File: src/hw/rtl/deq_pkg.sv
// ----------------------------------------------------------------------------
// deq_pkg
// Shared types and constants for the double-ended queue.
// ----------------------------------------------------------------------------
`timescale 1ns / 1ps
`default_nettype none

package deq_pkg;

  localparam int DATA_W = 32;
  localparam int MODE_W = 3;

  localparam logic [MODE_W-1:0] MODE_PUSH_BACK  = 3'd0;
  localparam logic [MODE_W-1:0] MODE_PUSH_FRONT = 3'd1;
  localparam logic [MODE_W-1:0] MODE_POP_FRONT  = 3'd2;
  localparam logic [MODE_W-1:0] MODE_POP_BACK   = 3'd3;
  localparam logic [MODE_W-1:0] MODE_PEEK       = 3'd4;

  localparam logic signed [DATA_W-1:0] EMPTY_VALUE = -32'sd1;

  typedef struct packed {
    logic capture;
    logic exec;
    logic load;
  } deq_cmd_t;

endpackage : deq_pkg

`default_nettype wire

File: src/hw/rtl/double_ended_queue.sv
// ----------------------------------------------------------------------------
// double_ended_queue
// Deque of signed 32-bit values in a ring of DEPTH entries; one result
// (front, back, count, drop flag) per operation.
// ----------------------------------------------------------------------------
//  channel | direction | handshake          | fields
//  in_     | input     | in_valid/in_stall  | mode, value
//  out_    | output    | out_valid/out_stall| front_value, back_value,
//          |           |                    | entry_count, push_dropped
//
//  An operation steps through accept, pointer update and ring write,
//  dual-port ring read and result load; the ring read is registered.
//  The next beat is accepted while a result waits in the output register.
//  Reset clears pointers, count and drop flag; the ring holds no reset value.
//  A stalled output holds the sequencer in its load step.
// ----------------------------------------------------------------------------
`timescale 1ns / 1ps
`default_nettype none

module double_ended_queue #(
  parameter int DEPTH = 16
) (
  input  wire logic                              clk,
  input  wire logic                              rst_n,
  input  wire logic                              in_valid,
  output logic                                   in_stall,
  input  wire logic [deq_pkg::MODE_W-1:0]        in_mode,
  input  wire logic signed [deq_pkg::DATA_W-1:0] in_value,
  output logic                                   out_valid,
  input  wire logic                              out_stall,
  output logic signed [deq_pkg::DATA_W-1:0]      out_front_value,
  output logic signed [deq_pkg::DATA_W-1:0]      out_back_value,
  output logic [$clog2(DEPTH+1)-1:0]             out_entry_count,
  output logic                                   out_push_dropped
);

  import deq_pkg::*;

  deq_cmd_t cmd;

  deq_ctrl u_ctrl (
    .clk       (clk),
    .rst_n     (rst_n),
    .in_valid  (in_valid),
    .in_stall  (in_stall),
    .out_valid (out_valid),
    .out_stall (out_stall),
    .cmd       (cmd)
  );

  deq_dp #(
    .DEPTH (DEPTH)
  ) u_dp (
    .clk              (clk),
    .rst_n            (rst_n),
    .cmd              (cmd),
    .in_mode          (in_mode),
    .in_value         (in_value),
    .out_front_value  (out_front_value),
    .out_back_value   (out_back_value),
    .out_entry_count  (out_entry_count),
    .out_push_dropped (out_push_dropped)
  );

endmodule : double_ended_queue

`default_nettype wire

File: src/hw/rtl/deq_ram.sv
// ----------------------------------------------------------------------------
// deq_ram
// Generic RAM, one write port, two read ports, registered read data.
// ----------------------------------------------------------------------------
`timescale 1ns / 1ps
`default_nettype none

module deq_ram #(
  parameter int WIDTH = 32,
  parameter int DEPTH = 16
) (
  input  wire logic                     clk,
  input  wire logic                     we,
  input  wire logic [$clog2(DEPTH)-1:0] waddr,
  input  wire logic [WIDTH-1:0]         wdata,
  input  wire logic [$clog2(DEPTH)-1:0] raddr_a,
  output logic      [WIDTH-1:0]         rdata_a,
  input  wire logic [$clog2(DEPTH)-1:0] raddr_b,
  output logic      [WIDTH-1:0]         rdata_b
);

  logic [WIDTH-1:0] mem [DEPTH];

  always_ff @(posedge clk) begin
    if (we) begin
      mem[waddr] <= wdata;
    end
    rdata_a <= mem[raddr_a];
    rdata_b <= mem[raddr_b];
  end

endmodule : deq_ram

`default_nettype wire

File: src/hw/rtl/deq_ctrl.sv
// ----------------------------------------------------------------------------
// deq_ctrl
// Sequencer: accept, execute, read, load result; owns the handshakes.
// ----------------------------------------------------------------------------
`timescale 1ns / 1ps
`default_nettype none

module deq_ctrl (
  input  wire logic              clk,
  input  wire logic              rst_n,
  input  wire logic              in_valid,
  output logic                   in_stall,
  output logic                   out_valid,
  input  wire logic              out_stall,
  output deq_pkg::deq_cmd_t      cmd
);

  import deq_pkg::*;

  typedef enum logic [3:0] {
    S_IDLE = 4'b0001,
    S_EXEC = 4'b0010,
    S_READ = 4'b0100,
    S_LOAD = 4'b1000
  } state_t;

  state_t state_r, state_nxt;
  logic   out_valid_r, out_valid_nxt;
  logic   out_free;

  assign out_free    = !out_valid_r || !out_stall;
  assign in_stall    = (state_r != S_IDLE);
  assign out_valid   = out_valid_r;
  assign cmd.capture = (state_r == S_IDLE) && in_valid;
  assign cmd.exec    = (state_r == S_EXEC);
  assign cmd.load    = (state_r == S_LOAD) && out_free;

  always_comb begin
    state_nxt = state_r;
    case (state_r)
      S_IDLE: begin
        if (in_valid) state_nxt = S_EXEC;
      end
      S_EXEC:  state_nxt = S_READ;
      S_READ:  state_nxt = S_LOAD;
      S_LOAD: begin
        if (out_free) state_nxt = S_IDLE;
      end
      default: state_nxt = S_IDLE;
    endcase
  end

  always_comb begin
    out_valid_nxt = out_valid_r;
    if (cmd.load) begin
      out_valid_nxt = 1'b1;
    end else if (out_valid_r && !out_stall) begin
      out_valid_nxt = 1'b0;
    end
  end

  always_ff @(posedge clk) begin
    if (!rst_n) begin
      state_r     <= S_IDLE;
      out_valid_r <= 1'b0;
    end else begin
      state_r     <= state_nxt;
      out_valid_r <= out_valid_nxt;
    end
  end

endmodule : deq_ctrl

`default_nettype wire

File: src/hw/rtl/deq_dp.sv
// ----------------------------------------------------------------------------
// deq_dp
// Datapath: ring pointers, entry store and result registers.
// ----------------------------------------------------------------------------
`timescale 1ns / 1ps
`default_nettype none

module deq_dp #(
  parameter int DEPTH = 16
) (
  input  wire logic                             clk,
  input  wire logic                             rst_n,
  input  wire deq_pkg::deq_cmd_t                cmd,
  input  wire logic [deq_pkg::MODE_W-1:0]       in_mode,
  input  wire logic signed [deq_pkg::DATA_W-1:0] in_value,
  output logic signed [deq_pkg::DATA_W-1:0]     out_front_value,
  output logic signed [deq_pkg::DATA_W-1:0]     out_back_value,
  output logic [$clog2(DEPTH+1)-1:0]            out_entry_count,
  output logic                                  out_push_dropped
);

  import deq_pkg::*;

  localparam int IW = $clog2(DEPTH);
  localparam int CW = $clog2(DEPTH + 1);
  localparam logic [CW-1:0] FULL_COUNT = CW'(DEPTH);

  logic [MODE_W-1:0]        mode_r;
  logic [DATA_W-1:0]        value_r;
  logic [IW-1:0]            front_r, front_nxt;
  logic [CW-1:0]            count_r, count_nxt;
  logic                     dropped_r, dropped_nxt;
  logic                     we;
  logic [IW-1:0]            waddr;
  logic [IW-1:0]            back_addr;
  logic [DATA_W-1:0]        rdata_a, rdata_b;
  logic                     full, empty;

  function automatic logic [IW-1:0] wrap_add(input logic [IW-1:0] base,
                                             input logic [CW-1:0] offset);
    logic [CW:0] sum;
    sum = (CW+1)'(base) + (CW+1)'(offset);
    if (sum >= (CW+1)'(DEPTH)) sum = sum - (CW+1)'(DEPTH);
    return sum[IW-1:0];
  endfunction

  function automatic logic [IW-1:0] wrap_dec(input logic [IW-1:0] idx);
    return (idx == '0) ? IW'(DEPTH - 1) : idx - IW'(1);
  endfunction

  assign full  = (count_r == FULL_COUNT);
  assign empty = (count_r == '0);

  always_comb begin
    front_nxt   = front_r;
    count_nxt   = count_r;
    dropped_nxt = dropped_r;
    we          = 1'b0;
    waddr       = wrap_add(front_r, count_r);
    if (cmd.exec) begin
      dropped_nxt = 1'b0;
      case (mode_r)
        MODE_PUSH_BACK: begin
          if (full) begin
            dropped_nxt = 1'b1;
          end else begin
            we        = 1'b1;
            count_nxt = count_r + CW'(1);
          end
        end
        MODE_PUSH_FRONT: begin
          waddr = wrap_dec(front_r);
          if (full) begin
            dropped_nxt = 1'b1;
          end else begin
            we        = 1'b1;
            front_nxt = waddr;
            count_nxt = count_r + CW'(1);
          end
        end
        MODE_POP_FRONT: begin
          if (!empty) begin
            front_nxt = wrap_add(front_r, CW'(1));
            count_nxt = count_r - CW'(1);
          end
        end
        MODE_POP_BACK: begin
          if (!empty) count_nxt = count_r - CW'(1);
        end
        default: ;
      endcase
    end
  end

  // read addresses settle in the cycle after the update
  assign back_addr = wrap_add(front_r, count_r - CW'(1));

  deq_ram #(
    .WIDTH (DATA_W),
    .DEPTH (DEPTH)
  ) u_ram (
    .clk     (clk),
    .we      (we),
    .waddr   (waddr),
    .wdata   (value_r),
    .raddr_a (front_r),
    .rdata_a (rdata_a),
    .raddr_b (back_addr),
    .rdata_b (rdata_b)
  );

  always_ff @(posedge clk) begin
    if (!rst_n) begin
      front_r   <= '0;
      count_r   <= '0;
      dropped_r <= 1'b0;
    end else begin
      front_r   <= front_nxt;
      count_r   <= count_nxt;
      dropped_r <= dropped_nxt;
    end
  end

  always_ff @(posedge clk) begin
    if (cmd.capture) begin
      mode_r  <= in_mode;
      value_r <= in_value;
    end
    if (cmd.load) begin
      out_front_value  <= empty ? EMPTY_VALUE : $signed(rdata_a);
      out_back_value   <= empty ? EMPTY_VALUE : $signed(rdata_b);
      out_entry_count  <= count_r;
      out_push_dropped <= dropped_r;
    end
  end

endmodule : deq_dp

`default_nettype wire
File: config.mk
export PLATFORM = sky130hd
export DESIGN_NAME = double_ended_queue
export DESIGN_NICKNAME = d
export VERILOG_FILES = /design/src/hw/rtl/deq_pkg.sv /design/src/hw/rtl/double_ended_queue.sv /design/src/hw/rtl/deq_ram.sv /design/src/hw/rtl/deq_ctrl.sv /design/src/hw/rtl/deq_dp.sv
export SDC_FILE = /design/constraint.sdc
export NUM_CORES = 1
export LEC_CHECK = 0
export BUFFER_PORTS_ARGS = -buffer_cell sky130_fd_sc_hd__buf_2
export CORE_MARGIN = 2
export CORE_UTILIZATION = 50
export DETAILED_ROUTE_END_ITERATION = 7
export PLACE_DENSITY = 0.67
export SLEW_MARGIN = 10
export SYNTH_ARGS = -nofsm -noshare
export SYNTH_HDL_FRONTEND = slang
export SYNTH_SLANG_ARGS = --single-unit
File: constraint.sdc
create_clock -name clk -period 6 [get_ports clk]
set_input_delay 1.2 -clock clk [delete_from_list [all_inputs] [get_ports clk]]
set_output_delay 1.2 -clock clk [all_outputs]
set_load 0.03 [all_outputs]
# Yosys cells after proc, flatten, opt, wreduce, memory -nomap -nowiden
# Memories as Yosys holds them, arrays and structs flattened. A register that Yosys moved wholly into a read port is not among the register bits.
# Index checks and enable logic that the tools add are counted.
[totals] ff_bits=120 mem_bits_rw=512 in_bits=39 output_inout_bits=72 elab_cells=80 n_memories=1
[memory_table] memory="u_dp.u_ram.mem" depth=16 word_bits=32 read_ports=2 rd_ports_with_merged_regs=2 wr=1 line_no="deq_ram.sv:22" source="logic [WIDTH-1:0] mem [DEPTH];"
[classes] add_sub_neg=9 magnitude_cmp=3 n_eq_ne=15 muxes=24 n_reduce_logical=17
[ops] operator="$mux 4" n=10
[ops] operator="$pmux 4 s4" n=1
[ops] operator="$sub 4x1->4 const B" n=4
[ops] operator="$add 4x5->6" n=2
[ops] operator="$ge 6x5->1 const B" n=2
[ops] operator="$mux 5" n=2
[ops] operator="$ne 2x2->1 const B" n=5
[ops] operator="$pmux 5 s2" n=1
[ops] operator="$mux 1" n=9
[ops] operator="$pmux 4 s2" n=1
[ops] operator="$reduce_and 4->1" n=2
[ops] operator="$eq 3x2->1 const B" n=2
[ops] operator="$reduce_bool 2->1" n=3
[ops] operator="$add 4x1->5 const B" n=1
[ops] operator="$add 5x1->5 const B" n=1
[ops] operator="$eq 5x5->1 const B" n=1
[ops] operator="$ge 5x5->1 const B" n=1
[ops] operator="$logic_not 5->1" n=1
[ops] operator="$sub 5x1->5 const B" n=1
[ops] operator="$eq 4x1->1 const B" n=1
[ops] operator="$eq 4x2->1 const B" n=1
[ops] operator="$eq 4x3->1 const B" n=1
[ops] operator="$eq 4x4->1 const B" n=1
[ops] operator="$logic_not 4->1" n=1
[ops] operator="9 further kinds" n=13

# Logic depth before layout (Yosys ltp)
# Gate-level depths: netlist (run 1).
[logic_depth] ltp_word=6 depth_mapped=10

# Cells and area by module
# A second synthesis (run 1) with hierarchy kept.
[hier_totals] hier_cells=1459 area_unflattened_um2=29071.6
[modules_own_cells] module="deq_ram" instances=1 cells_each=1141 area_per_inst_um2=24188.2 seq_area_each_um2=16656.0
[modules_own_cells] module="deq_dp" instances=1 cells_each=288 area_per_inst_um2=4609.4 seq_area_each_um2=3353.2
[modules_own_cells] module="deq_ctrl" instances=1 cells_each=30 area_per_inst_um2=274.0 seq_area_each_um2=100.1

# Least setup slack after synthesis (run 1)
# OpenSTA, ideal clock, no wires.
[synth_timing] path_type="register to register" startpoint="register u_dp.front_r[1]" endpoint="memory u_dp.u_ram.mem[14][0] (enable)" setup_ns=0.470 arrival_ns=4.756 setup_slack_ns=0.774 stages_incl_launch_ff=10 n_path_buf=3 cell_sequence="dfxtp_1 clkbuf_1 clkbuf_1 clkbuf_1 inv_1 fa_1 xor2_1 o32ai_1 nand2_1 a211oi_1"
[synth_between] elab_chain_cells=5 elab_cells_between_ends=9
[synth_rtl] item="start, declared" line_no="deq_dp.sv:30" source="logic [IW-1:0] front_r, front_nxt;"
[synth_rtl] item="start signal, assigned" line_no="deq_dp.sv:118" source="front_r <= front_nxt;"
[synth_rtl] item="$add 4x5->6" line_no="deq_dp.sv:42" source="sum = (CW+1)'(base) + (CW+1)'(offset);"
[synth_rtl] item="$ge 6x5->1 or $sub 4x1->4 (tied branches)" line_no="deq_dp.sv:43" source="if (sum >= (CW+1)'(DEPTH)) sum = sum - (CW+1)'(DEPTH);"
[synth_rtl] item="$mux 4" line_no="deq_dp.sv:43"
[synth_rtl] item="$mux 4" line_no="deq_dp.sv:62" source="case (mode_r)"
[synth_rtl] item="$mux 4 *" line_no="deq_dp.sv:60" source="if (cmd.exec) begin"
[synth_rtl] item="end, declared" line_no="deq_ram.sv:22"
# Mark *: on every way between the ends. The rest lies on a longest branch, timed or not.

# Worst setup path after layout (run 1)
[layout_timing] startpoint="register u_dp.front_r[0]" endpoint="memory u_dp.u_ram.mem[2][12] (enable)"
# The elaborated chain is that of the path after synthesis.

==> results.sh, run 1 <==
export IMPL_status="finished, final reports clean"
export IMPL_area_growth_pct=13.59
export IMPL_antenna_found_initial=1
export IMPL_syn_area_um2=29430
export IMPL_num_fill_cells=4295
export IMPL_antenna_cells=0
export IMPL_ys_types=51
export IMPL_clkLatencyLatePin_ns=0.62
export IMPL_grt_pass1_vias=15630
export IMPL_hold_path_depth=0
export IMPL_yosys_warnings=0
export IMPL_drtIter0Drc=1444
export IMPL_setup_viol=0
export IMPL_ir_drop_mv=0.2057
export IMPL_coreArea_um2=57920
export IMPL_crit_path_start_kind="flop"
export IMPL_start_util_pct=50.81
export IMPL_holdPathEnd="u_dp.out_push_dropped"
export IMPL_finalHoldViolCount=0
export IMPL_skew_ns=0.03453
export IMPL_row_count=88
export IMPL_r2r_end="u_dp.u_ram.mem[2][12]"
export IMPL_final_common_cell="edfxtp_1"
export IMPL_setup_tns_ns=0
export IMPL_ant_nets=0
export IMPL_ys_seq_area_share_pct=68.34
export IMPL_route_detailed_wl_per_inst_um=28.43
export IMPL_fmax_mhz=241.8
export IMPL_drc=0
export IMPL_worstHoldStart="u_dp.dropped_r"
export IMPL_max_stage_delay_ns=0.94
export IMPL_critPathKind="flop to flop"
export IMPL_grt_max_degree=103
export IMPL_overflow=0
export IMPL_fin_ws_ns=1.864
export IMPL_htreeDepth=3
export IMPL_instances_no_fill=2352
export IMPL_synth_flop_cell="edfxtp_1"
export IMPL_crit_path_max_fanout=43
export IMPL_grt_pass1_wl_um=100900
export IMPL_via_per_inst=6.277
export IMPL_port_buffer_count=110
export IMPL_dr_pass1_iters=7
export IMPL_fin_area_um2=33420
export IMPL_fin_nets=1581
export IMPL_cts_tree="yes"
export IMPL_drv_cap=0
export IMPL_clock_path_buffers=3
export IMPL_clock_sinks=696
export IMPL_dp_hpwl_um=36800
export IMPL_ctsResizeCount=0
export IMPL_cp_data_arrival_time_ns=4.37
export IMPL_netlist_instances=1396
export IMPL_synth_edf_count=617
export IMPL_cp_top_family="compound AO/OA/AOI/OAI gates"
export IMPL_regToRegStartpoint="u_dp.front_r[0]"
export IMPL_p_leak_nw=11.08
export IMPL_globalplace_congestion=0.7735
export IMPL_place_inst=2221
export IMPL_cts_buffers=71
export IMPL_grt_usage_pct=22.81
export IMPL_p_per_area_nw_per_um2=308.6
export IMPL_ios=111
export IMPL_fin_util_pct=57.71
export IMPL_layout_drive_gt1_share_pct=40.01
export IMPL_drv_slew=0
export IMPL_synth_top_area_share_pct=62.96
export IMPL_ys_ff_latch=696
export IMPL_final_min_clock_period_ns=4.136
export IMPL_cp_required_ns=6.23
export IMPL_mostFrequentLayoutCells="edfxtp_1 (617), mux4_2 (287), buf_2 (110), mux2i_1 (97)"
export IMPL_vias=14760
export IMPL_clockRootBuffer="clkbuf_16"
export IMPL_worst_path_buf_inv=2
export IMPL_routed_wirelength_um=66860
export IMPL_endpoint_kind="flop"
export IMPL_hold_buffers=0
export IMPL_rsz0062_at_grt="false"
export IMPL_clk_pin_slew_ns=0.06
export IMPL_yosys_top_cells_area="edfxtp_1 (63%), mux4_2 (22%), dfxtp_1 (5.4%)"
export IMPL_fp_dieW_um=246.6
export IMPL_syn_area_per_cell_um2=21.08
export IMPL_r2r_cells=7
export IMPL_maxSlewHeadroom_pct=12.42
export IMPL_tightest_slew_ns=1.307
export IMPL_reg2reg_slack_ns=1.86
export IMPL_syn_nets=1448
export IMPL_period_share_pct=68.94
export IMPL_die_area_um2=60810
export IMPL_path_cells="inv_1 -> ha_1 -> nor3b_1 -> o2bb2ai_1 -> o21ai_0 -> nor3_2 -> buf_4"
export IMPL_cts_setup_buffers=0
export IMPL_dp_slack_ns=1.892
export IMPL_synthArstFlopShare_pct=0
export IMPL_cpMaxStageDelayCell="dfxtp_4"
export IMPL_die_h_um=246.6
export IMPL_synth_top_cell_by_area="edfxtp_1"
export IMPL_place_area_um2=31110
export IMPL_hp_class="flop to flop"
-- where the power goes --
part	total [mW]	switching [mW]	internal [mW]
clock network	4.39	1.80	2.59
registers	5.53	0.122	5.40
logic	0.393	0.229	0.164
-- metrics by stage --
step | hold WS [ns] | power (mW)
after floorplan | 0.4064 | 5.848
after global placement | 0.4164 | 6.013
after detailed placement | 0.4212 | 6.028
after global routing | 0.4571 | 10.64
final | 0.4332 | 10.31
after CTS | 0.4338 | 10.41
-- routing by layer --
| layer | share of wire [%] | routed length (µm) | GRT usage (%) |
|---|---|---|---|
| met5 | 0 | 0 | 0 |
| met2 | 49 | 32980 | 37.00 |
| met3 | 7.4 | 4973 | 4.488 |
| met4 | 2.2 | 1483 | 6.573 |
| met1 | 41 | 27430 | 31.75 |
-- worst reg2reg max path, stage by stage, from the launching register on --
cell and delay [ns]:
dfxtp_4 0.94, inv_1 0.14, ha_1 0.31, nor3b_1 0.20
o2bb2ai_1 0.77, o21ai_0 0.52, nor3_2 0.23, buf_4 0.63
-- registers in the layout, indices dropped and copies added, names as in the netlist --
name and flops:
u_ctrl.out_valid 1, u_dp.u_ram.rdata_b 32, u_dp.front_r 4, u_dp.out_back_value 32, u_dp.dropped_r 1, u_dp.u_ram.rdata_a 32, u_dp.count_r 5, u_dp.mode_r 3
u_dp.value_r 32, u_dp.out_push_dropped 1, u_ctrl.state_r 4, u_dp.out_front_value 32, u_dp.out_entry_count 5, u_dp.u_ram.mem 512
-- synth_stat cells (4+ instances only) --
cell      count
edfxtp_1    617
nand3_1       4
nor3_1       10
o21ai_0      12
or2_2        66
inv_1        10
clkbuf_1     50
a211oi_1     10
nor2_1        9
ha_1         11
nand2_1      13
buf_1        17
mux2i_1      98
buf_2        22
dfxtp_1      79
xor2_1        4
mux4_2      287
xnor2_1       8
nor4b_1       4
a21oi_1      13
nand2b_1      6
-- final cells by class --
type                       instances  area (µm²)  share of cell area [%]
sequential                       696       20120                   60.19
clock inverter                    26       265.3                  0.7936
inverter                          12       45.04                  0.1348
clock buffer                     105        2051                   6.136
timing repair buffer             150       888.4                   2.658
multi-input combinational        598        9099                   27.22
tap                              765       957.2                   2.864
-- worst max path at each step --
| stage | startpoint | to | slack, ns | cells past startpoint |
|---|---|---|---|---|
| finish | u_dp.front_r[0] | u_dp.u_ram.mem[2][12] | 1.86 | 7 |
| global placement | u_dp.front_r[0] | u_dp.u_ram.mem[3][11] | 1.99 | 5 |
| detailed placement | u_dp.front_r[0] | u_dp.u_ram.mem[2][12] | 1.89 | 7 |
| global route | u_dp.front_r[0] | u_dp.u_ram.mem[1][31] | 1.65 | 5 |
| floorplan | u_dp.front_r[1] | u_dp.u_ram.mem[14][0] | 0.77 | 9 |
| CTS | u_dp.front_r[0] | u_dp.u_ram.mem[2][31] | 1.88 | 7 |
-- cells by family after synthesis --
| logic type | Yosys count | synth area share [%] |
|---|---|---|
| simple gates | 132 | 2.675 |
| flops | 696 | 68.34 |
| buf+inv | 102 | 1.420 |
| compound gates | 53 | 1.174 |
| fa+ha+maj | 13 | 0.6038 |
| xor+xnor | 13 | 0.4125 |
| mux | 387 | 25.38 |
(Power assumes the default switching activity.)
==> run 2, diff against run 1 <==
--- a/config.mk
+++ b/config.mk
@@ -9,7 +9,7 @@
 export CORE_MARGIN = 2
 export CORE_UTILIZATION = 50
 export DETAILED_ROUTE_END_ITERATION = 7
-export PLACE_DENSITY = 0.67
+export PLACE_DENSITY = 0.69
 export SLEW_MARGIN = 10
 export SYNTH_ARGS = -nofsm -noshare
 export SYNTH_HDL_FRONTEND = slang
==> constraint.sdc (replaced) <==
create_clock -name clk -period 3.35 [get_ports clk]
set_input_delay 0.67 -clock clk [delete_from_list [all_inputs] [get_ports clk]]
set_output_delay 0.67 -clock clk [all_outputs]
set_load 0.03 [all_outputs]
==> results.sh, run 2 (synthesis gave the netlist of run 1 again) <==
export IMPL_p_switching_mw=3.854
export IMPL_hp_class="input pin to flop"
export IMPL_clock_sinks=696
export IMPL_port_buffer_count=110
export IMPL_final_common_cell="edfxtp_1"
export IMPL_tightest_slew_ns=1.118
export IMPL_reg2reg_slack_ns=0.34
export IMPL_grt_pass1_wl_um=98970
export IMPL_grt_usage_pct=22.55
export IMPL_power_frac_clock_pct=44.0
export IMPL_vias=14980
export IMPL_clock_path_buffers=3
export IMPL_p_per_area_nw_per_um2=555.9
export IMPL_grt_pass1_vias=15490
export IMPL_cp_data_arrival_time_ns=3.47
export IMPL_cts_setup_buffers=0
export IMPL_switching_share_pct=20.32
export IMPL_route_detailed_wl_per_inst_um=28.03
export IMPL_critPathKind="flop to flop"
export IMPL_grt_max_degree=71
export IMPL_clockRootBuffer="clkbuf_16"
export IMPL_antenna_found_initial=0
export IMPL_htreeDepth=3
export IMPL_combPwrFrac_pct=3.9
export IMPL_layout_drive_gt1_share_pct=41.90
export IMPL_die_area_um2=60810
export IMPL_antenna_cells=0
export IMPL_place_inst=2239
export IMPL_regToRegStartpoint="u_dp.count_r[0]"
export IMPL_p_int_mw=15.11
export IMPL_routed_wirelength_um=66390
export IMPL_hold_buffers=0
export IMPL_path_cells="inv_1 -> ha_1 -> fa_4 -> buf_12 -> mux4_2 -> mux2i_1 -> mux2i_1"
export IMPL_cpMaxStageDelayCell="fa_4"
export IMPL_globalplace_congestion=0.7838
export IMPL_rsz0062_at_grt="false"
export IMPL_ctsResizeCount=0
export IMPL_p_leak_nw=11.35
export IMPL_cts_buffers=72
export IMPL_skew_ns=0.02439
export IMPL_area_growth_pct=15.95
export IMPL_largest_reg_flops=512
export IMPL_period_share_pct=89.97
export IMPL_clk_pin_slew_ns=0.06
export IMPL_overflow=0
export IMPL_drc=0
export IMPL_fin_util_pct=58.91
export IMPL_regMostFlops="u_dp.u_ram.mem"
export IMPL_via_per_inst=6.322
export IMPL_final_min_clock_period_ns=3.014
export IMPL_r2r_cells=7
export IMPL_fmax_mhz=331.8
export IMPL_dp_hpwl_um=36000
export IMPL_finalHoldViolCount=0
export IMPL_die_h_um=246.6
export IMPL_maxSlewHeadroom_pct=23.97
export IMPL_mostFrequentLayoutCells="edfxtp_1 (617), mux4_2 (287), buf_2 (110), mux2i_1 (97)"
export IMPL_crit_path_max_fanout=64
export IMPL_instances_no_fill=2369
export IMPL_endpoint_kind="flop"
export IMPL_row_count=88
export IMPL_ir_drop_mv=0.4363
export IMPL_power_frac_seq_pct=52.1
export IMPL_crit_path_start_kind="flop"
export IMPL_fin_nets=1600
export IMPL_r2r_end="u_dp.u_ram.rdata_b[30]"
export IMPL_cts_tree="yes"
export IMPL_coreArea_um2=57920
export IMPL_max_stage_delay_ns=0.83
export IMPL_cp_common_cell="mux2i_1"
export IMPL_cp_startpoint="u_dp.count_r[0]"
export IMPL_cp_required_ns=3.81
export IMPL_start_util_pct=50.81
export IMPL_drtIter0Drc=1413
export IMPL_setup_viol=0
export IMPL_drv_slew=0
export IMPL_ios=111
export IMPL_ant_nets=0
export IMPL_drv_cap=0
export IMPL_crit_end="u_dp.u_ram.rdata_b[30]"
export IMPL_fp_dieW_um=246.6
export IMPL_dr_pass1_iters=5
export IMPL_clkLatencyLatePin_ns=0.62
export IMPL_status="finished, final reports clean"
-- run 2: per-layer routing --
metal | GRT usage, % | part of all wire [%] | up-vias
met1 | 31.21 | 41 | 7974
met4 | 7.140 | 2.9 | 0
met3 | 4.434 | 7.1 | 112
met2 | 36.47 | 49 | 680
met5 | 0 | 0 | -
li1 | - | - | 6211
-- run 2: area by class of cell --
class	instances	area (µm²)
fillers	4164	23800
inverters	12	52.55
flip-flops and latches	696	20120
clock buffers	100	2082
well taps	765	957.2
repair buffers	168	1299
clock inverters	30	424.2
multi-input cells	598	9186
-- run 2: worst min-delay path by stage --
stage / startpoint / endpoint / cells after the start
floorplan: u_dp.count_r[3] / u_dp.out_entry_count[3] / 0
global placement: u_dp.dropped_r / u_dp.out_push_dropped / 0
detailed placement: u_dp.dropped_r / u_dp.out_push_dropped / 0
CTS: in_value[12] / u_dp.value_r[12] / 1
global route: in_value[16] / u_dp.value_r[16] / 1
finish: in_value[10] / u_dp.value_r[10] / 1
-- run 2: power groups by stage --
stage                     sequential (mW)  clock, mW  combinational (mW)
after floorplan                      10.0          0               0.488
after global placement               10.0          0               0.733
after detailed placement             10.1          0               0.744
after CTS                            9.88       8.50               0.746
after global routing                 9.91       8.85               0.787
final                                9.88       8.35               0.732
-- run 2: worst max-delay path, delay by kind of cell (launching register included) --
| kind | cells | cell delay (ns) |
|---|---|---|
| buffers and inverters | 2 | 0.51 |
| flip-flops | 1 | 0.42 |
| adder cells (fa/ha/maj) | 2 | 1.20 |
| multiplexers | 3 | 0.66 |
-- run 2: stage by stage --
stage / power [mW] / area [µm²] / setup slack, ns / TNS (ns) / hold slack [ns]
global route: 19.54 / 34120 / 0.1959 / 0 / 0.2053
global placement: 10.78 / 31610 / 0.3943 / 0 / 0.4273
CTS: 19.13 / 34120 / 0.3476 / 0 / 0.1950
finish: 18.97 / 34120 / 0.3361 / 0 / 0.2222
floorplan: 10.50 / 29730 / -0.1436 / -4.596 / 0.4064
detailed placement: 10.81 / 31610 / 0.3608 / 0 / 0.4364
